===== src/rtl/gtl_pkg.sv =====
// ---------------------------------------------------------------------------
// gtl_pkg: shared types, constants and helpers for the grid trilinear lookup
// Formats, command and status codes, node store words and row mapping.
// ---------------------------------------------------------------------------
package gtl_pkg;

  localparam int AXIS_NODE_BITS = 4;
  localparam int COORD_BITS     = 32;
  localparam int FRAC_BITS      = 16;

  localparam int PAR_W      = FRAC_BITS + 2;
  localparam int FW1        = FRAC_BITS + 1;
  localparam int CELL_W     = 4;
  localparam int RV_W       = FW1 + CELL_W;
  localparam int NODE_MAX   = (1 << AXIS_NODE_BITS) - 1;
  localparam int NODE3_W    = 3 * AXIS_NODE_BITS;
  localparam int ROW_BITS   = 3 * (AXIS_NODE_BITS - 1);
  localparam int ROW_W      = (ROW_BITS > 0) ? ROW_BITS : 1;
  localparam int BANK_DEPTH = 1 << ROW_BITS;
  localparam int NUM_BANKS  = 8;
  localparam int TERM_W     = COORD_BITS + 1;
  localparam int SUM_W      = COORD_BITS + 4;
  localparam int PROD_W     = COORD_BITS + FW1 + 1;
  localparam int CFG_IDX_W  = 2;

  typedef logic [AXIS_NODE_BITS-1:0]    node_idx_t;
  typedef logic [CELL_W-1:0]            cell_t;
  typedef logic [FW1-1:0]               frac_t;
  typedef logic [2*FW1-1:0]             wprod_t;
  typedef logic [RV_W-1:0]              rv_t;
  typedef logic [ROW_W-1:0]             row_t;
  typedef logic [NODE3_W-1:0]           node3_t;
  typedef logic signed [COORD_BITS-1:0] coord_t;
  typedef logic signed [PAR_W-1:0]      par_t;
  typedef logic signed [TERM_W-1:0]     term_t;
  typedef logic signed [SUM_W-1:0]      sum_t;
  typedef logic signed [PROD_W-1:0]     prod_t;

  // weight value 1.0
  localparam frac_t ONE_Q = {1'b1, {FRAC_BITS{1'b0}}};

  typedef enum logic [1:0] {
    CMD_CLEAR = 2'd0,
    CMD_WRITE = 2'd1,
    CMD_QUERY = 2'd2,
    CMD_RSVD  = 2'd3
  } cmd_t;

  typedef enum logic [1:0] {
    ST_OK      = 2'd0,
    ST_MISSING = 2'd1,
    ST_NOGRID  = 2'd2,
    ST_DONE    = 2'd3
  } st_t;

  typedef enum logic [CFG_IDX_W-1:0] {
    REG_CELLS_I = 2'd0,
    REG_CELLS_J = 2'd1,
    REG_CELLS_K = 2'd2
  } reg_t;

  // one node store word: present mark plus position
  typedef struct packed {
    logic   present;
    coord_t x;
    coord_t y;
    coord_t z;
  } node_word_t;

  // node store write request
  typedef struct packed {
    logic       en;
    logic [2:0] bank;
    row_t       row;
    node_word_t word;
  } store_wr_t;

  // limit a cell count to the node index range
  function automatic cell_t cell_lim(input cell_t c);
    cell_t r;
    r = c;
    if (int'(c) > NODE_MAX) r = cell_t'(NODE_MAX);
    return r;
  endfunction

  // row inside a parity bank: node index with the low bit of each axis dropped
  function automatic row_t bank_row(input node_idx_t i, input node_idx_t j,
                                    input node_idx_t k);
    node3_t acc;
    acc = (node3_t'(i >> 1) << (2 * (AXIS_NODE_BITS - 1))) |
          (node3_t'(j >> 1) << (AXIS_NODE_BITS - 1)) |
          node3_t'(k >> 1);
    return row_t'(acc);
  endfunction

  // saturate a grown sum to the coordinate range
  function automatic coord_t sat(input sum_t s);
    coord_t r;
    if (s[SUM_W-1:COORD_BITS-1] == '0 || s[SUM_W-1:COORD_BITS-1] == '1)
      r = s[COORD_BITS-1:0];
    else if (s[SUM_W-1])
      r = {1'b1, {(COORD_BITS-1){1'b0}}};
    else
      r = {1'b0, {(COORD_BITS-1){1'b1}}};
    return r;
  endfunction

endpackage


===== src/rtl/gtl_axis_sel.sv =====
// ---------------------------------------------------------------------------
// gtl_axis_sel: cell selection on one axis
// Clamps the parameter to [0,1], scales by the cell count, splits into the
// low node of the cell and the fraction inside it.
// ---------------------------------------------------------------------------
module gtl_axis_sel (
  input  gtl_pkg::par_t  par,
  input  gtl_pkg::cell_t cells,
  output gtl_pkg::cell_t lo,
  output gtl_pkg::frac_t frac
);

  gtl_pkg::frac_t p;
  gtl_pkg::rv_t   real_v;
  logic [gtl_pkg::CELL_W:0] low_raw;
  gtl_pkg::cell_t low;

  // clamp to [0, 1]
  always_comb begin
    if (par < 0)
      p = '0;
    else if (par > $signed({1'b0, gtl_pkg::ONE_Q}))
      p = gtl_pkg::ONE_Q;
    else
      p = par[gtl_pkg::FW1-1:0];
  end

  // scale, floor, limit to the last cell
  always_comb begin
    real_v  = gtl_pkg::rv_t'(p) * gtl_pkg::rv_t'(cells);
    low_raw = real_v[gtl_pkg::RV_W-1:gtl_pkg::FRAC_BITS];
    if (low_raw >= {1'b0, cells})
      low = cells - 1'b1;
    else
      low = low_raw[gtl_pkg::CELL_W-1:0];
  end

  assign lo   = low;
  assign frac = gtl_pkg::frac_t'(real_v - (gtl_pkg::rv_t'(low) << gtl_pkg::FRAC_BITS));

endmodule


===== config.mk =====
export PLATFORM = sky130hd
export DESIGN_NAME = gtl_axis_sel
export DESIGN_NICKNAME = d
export VERILOG_FILES = /design/src/rtl/gtl_pkg.sv /design/src/rtl/gtl_axis_sel.sv
export SDC_FILE = /design/constraint.sdc
export NUM_CORES = 1
export LEC_CHECK = 0
export BUFFER_PORTS_ARGS = -buffer_cell sky130_fd_sc_hd__buf_2
export CORE_ASPECT_RATIO = 0.9
export CORE_UTILIZATION = 45
export DETAILED_ROUTE_END_ITERATION = 7
export PLACE_DENSITY = 0.75
export SYNTH_ARGS = -nofsm -noshare
export SYNTH_HDL_FRONTEND = slang
export SYNTH_SLANG_ARGS = --single-unit

===== constraint.sdc =====
create_clock -name vclk -period 7
set_input_delay 0.35 -clock vclk [all_inputs]
set_output_delay 0.35 -clock vclk [all_outputs]
set_load 0.1 [all_outputs]

==> metrics.txt <==
Hold Buf Count CTS 0; nets 414; fill cell count 495; pwr/cell area a little under 100 mW/mm2; sequential-to-total area share from yosys stat 0; fin crit period around 6600 ps; Worst Path Max Fanout 54; RSZ-0062 raised after global routing false; Setup Fix Bufs, Post-CTS 0; post-synthesis instance total 298; Cell Area, Synth about 0.0024 mm2; share of Yosys cell area claimed by the top area cell type 0.249; number of clock-tree buffers in the layout 0; worst hold path class in -> out; worst slew pin tran between 400 and 500 ps; crit share post-route 0.940; Final setup viols 0; fin. max-slew vios 0; LEAKAGE about 1.7 nW; final hold viol count 0; Setup WS post-layout 422 ps; post-synth top area cell fa_1; first-pass GRT wire length about 10 mm; Mapped Nets 380; total wire length 5.63 mm; setup slack at placement 341 ps; largest net degree at the start of global routing 55; TritonRoute pass-1 iters 4; initial antenna violation count 0; Total GRT Usage 0.215; Seq cells 0; Vias/cell about 5.5; Worst VDD drop approximately 0.00013 V; Synth Area in Adders 0.405; die width 79.1 um; Relative slew margins 0.675; XOR/XNOR share of the synthesized area 0.0675; Area Overhead vs Synth 14.0%; Setup crit start kind input pin; largest family of logic cells by synthesized area adder cells; routed len/inst between 10 and 15 um; Port-buffer cells between 40 and 50; Initial Util 0.483; GPL Wtd Cong 0.893; Worst Hold End frac[0]; residual DRC count 0; Iteration-0 DRC Markers roughly 130; Antenna Cells 0; hpwl dp roughly 4.8 mm; global route overflow 0; Syn Area/Cell ~8.1 um2; IO Pins between 40 and 50; num rows 24; post-synthesis mux area share 0.0229; footprint of the multi-input gates about 0.0022 mm2; Final TNS setup 0 ps; Die Y-Extent slightly above 70 um; Hold Startpoint par[0]; max-cap violation count 0; Hold Crit Depth 3; via count around 2200; yosys warns 0; Compound-Gate Fraction of Synth Area 0.148; die area approximately 0.0056 mm2; top cells by area, synth fa_1 25%, ha_1 16%, and3_1 12%; Data required, critical path approximately 6700 ps; simple-gate share of the synthesized area 0.259; vias in the first global route around 2100; result of the run complete, no violations; Max Clk Rate ~0.15 GHz; register area 0 um2; Final ANT Viol Nets 0; CORE AREA ~0.005 mm2; layout cells sized above 1 0.188; Crit Path Category in -> out; Crit. End Element primary output; CP arrival 6230 ps; post-synthesis cell type count 39
timing repair:
action                                  CTS  global route
endpoints found under the setup margin    0             4
endpoints found under the hold margin     0             0
resized for setup                         0             1
stage by stage:
step,util,hold WS (ps),power (mW),area [um2],std cells
after CTS,0.550,1270,0.270,2740,395
after floorplan,-,1180,0.210,2410,298
after global routing,0.551,1280,0.287,2750,395
final,0.551,1270,0.270,2750,395
after detailed placement,0.550,1270,0.269,2740,395
after global placement,0.550,1280,0.267,2740,395
how the worst max path moves through the flow:
stage,from,to,slack [ps],cells after the start
2_1_floorplan,par[14],lo[0],210,21
3_3_place_gp,par[6],lo[0],520,24
3_5_place_dp,par[6],lo[0],340,24
4_1_cts,par[6],lo[0],340,24
5_1_grt,par[6],lo[0],30,24
6_report,par[6],lo[0],420,24
cell usage in the layout (no fill, tap or decap), drive strengths merged, types with 3 or more instances in the layout:
cell type	Yosys	final
inv	51	51
and3	50	50
buf	0	44
fa	30	30
ha	30	30
nand3	20	20
nor2	12	12
a21oi	12	12
a21o	11	11
o21ai	9	9
xor2	9	9
xnor2	7	7
nor4	4	4
o21a	4	4
nand2	4	4
and2	4	4
nor2b	3	3
mux2	3	3
critical path, cell delays in order:
cell      delay (ps)
buf_2            120
nor4_1           310
nand4_1          200
a21oi_4          300
buf_6            320
and3_1           230
fa_1             410
inv_1             90
fa_1             380
inv_1             60
ha_1             280
a21o_1           200
a21o_1           230
or2_2            320
a21oi_1          240
nor2_1           120
xnor2_1          260
ha_1             280
nand2b_1         140
a21o_1           170
a21o_1           200
a221oi_4         440
mux2i_2          350
buf_12           210
area by class of cell:
| cell class | count | area share |
|---|---|---|
| Inverter | 51 | 0.0697 |
| Multi-Input combinational cell | 235 | 0.796 |
| Tap cell | 65 | 0.0296 |
| Timing Repair Buffer | 44 | 0.104 |
per-layer routing:
layer,global-route usage,share of wire
met1,0.332,0.52
met2,0.353,0.45
met3,0.00255,0.026
met4,0.00808,0
met5,0,0
report_power, final:
part | internal [mW] | total, mW | switching (mW)
combinational | 0.0758 | 0.270 | 0.194
sequential | 0 | 0 | 0
clock | 0 | 0 | 0
total | 0.0758 | 0.270 | 0.194
cells by family (layout without fill, tap and decap cells):
logic type,Yosys count,in the layout
buffers and inverters,63,95
adder cells (fa/ha/maj),60,60
AND/OR/NAND/NOR,107,107
multiplexers,4,4
XOR/XNOR,17,17
AO/OA/AOI/OAI,47,47
cells in the mapped netlist (2+ instances only):
master and count:
ha_1 30, a2111oi_2 2, nor4_1 4, xor2_1 9
and3_1 48, a211oi_2 2, nor2_1 11, nor2b_1 3
nand4_1 2, nand3_1 19, fa_1 30, o21a_1 4
xnor2_1 7, inv_1 51, and3_2 2, o211ai_1 2
nor3_1 2, and2_1 4, o21ai_0 9, a21oi_1 12
nand2_1 4, clkbuf_1 12, a21o_1 11, mux2_4 3
Note: power is estimated with default switching activity, not from simulation.
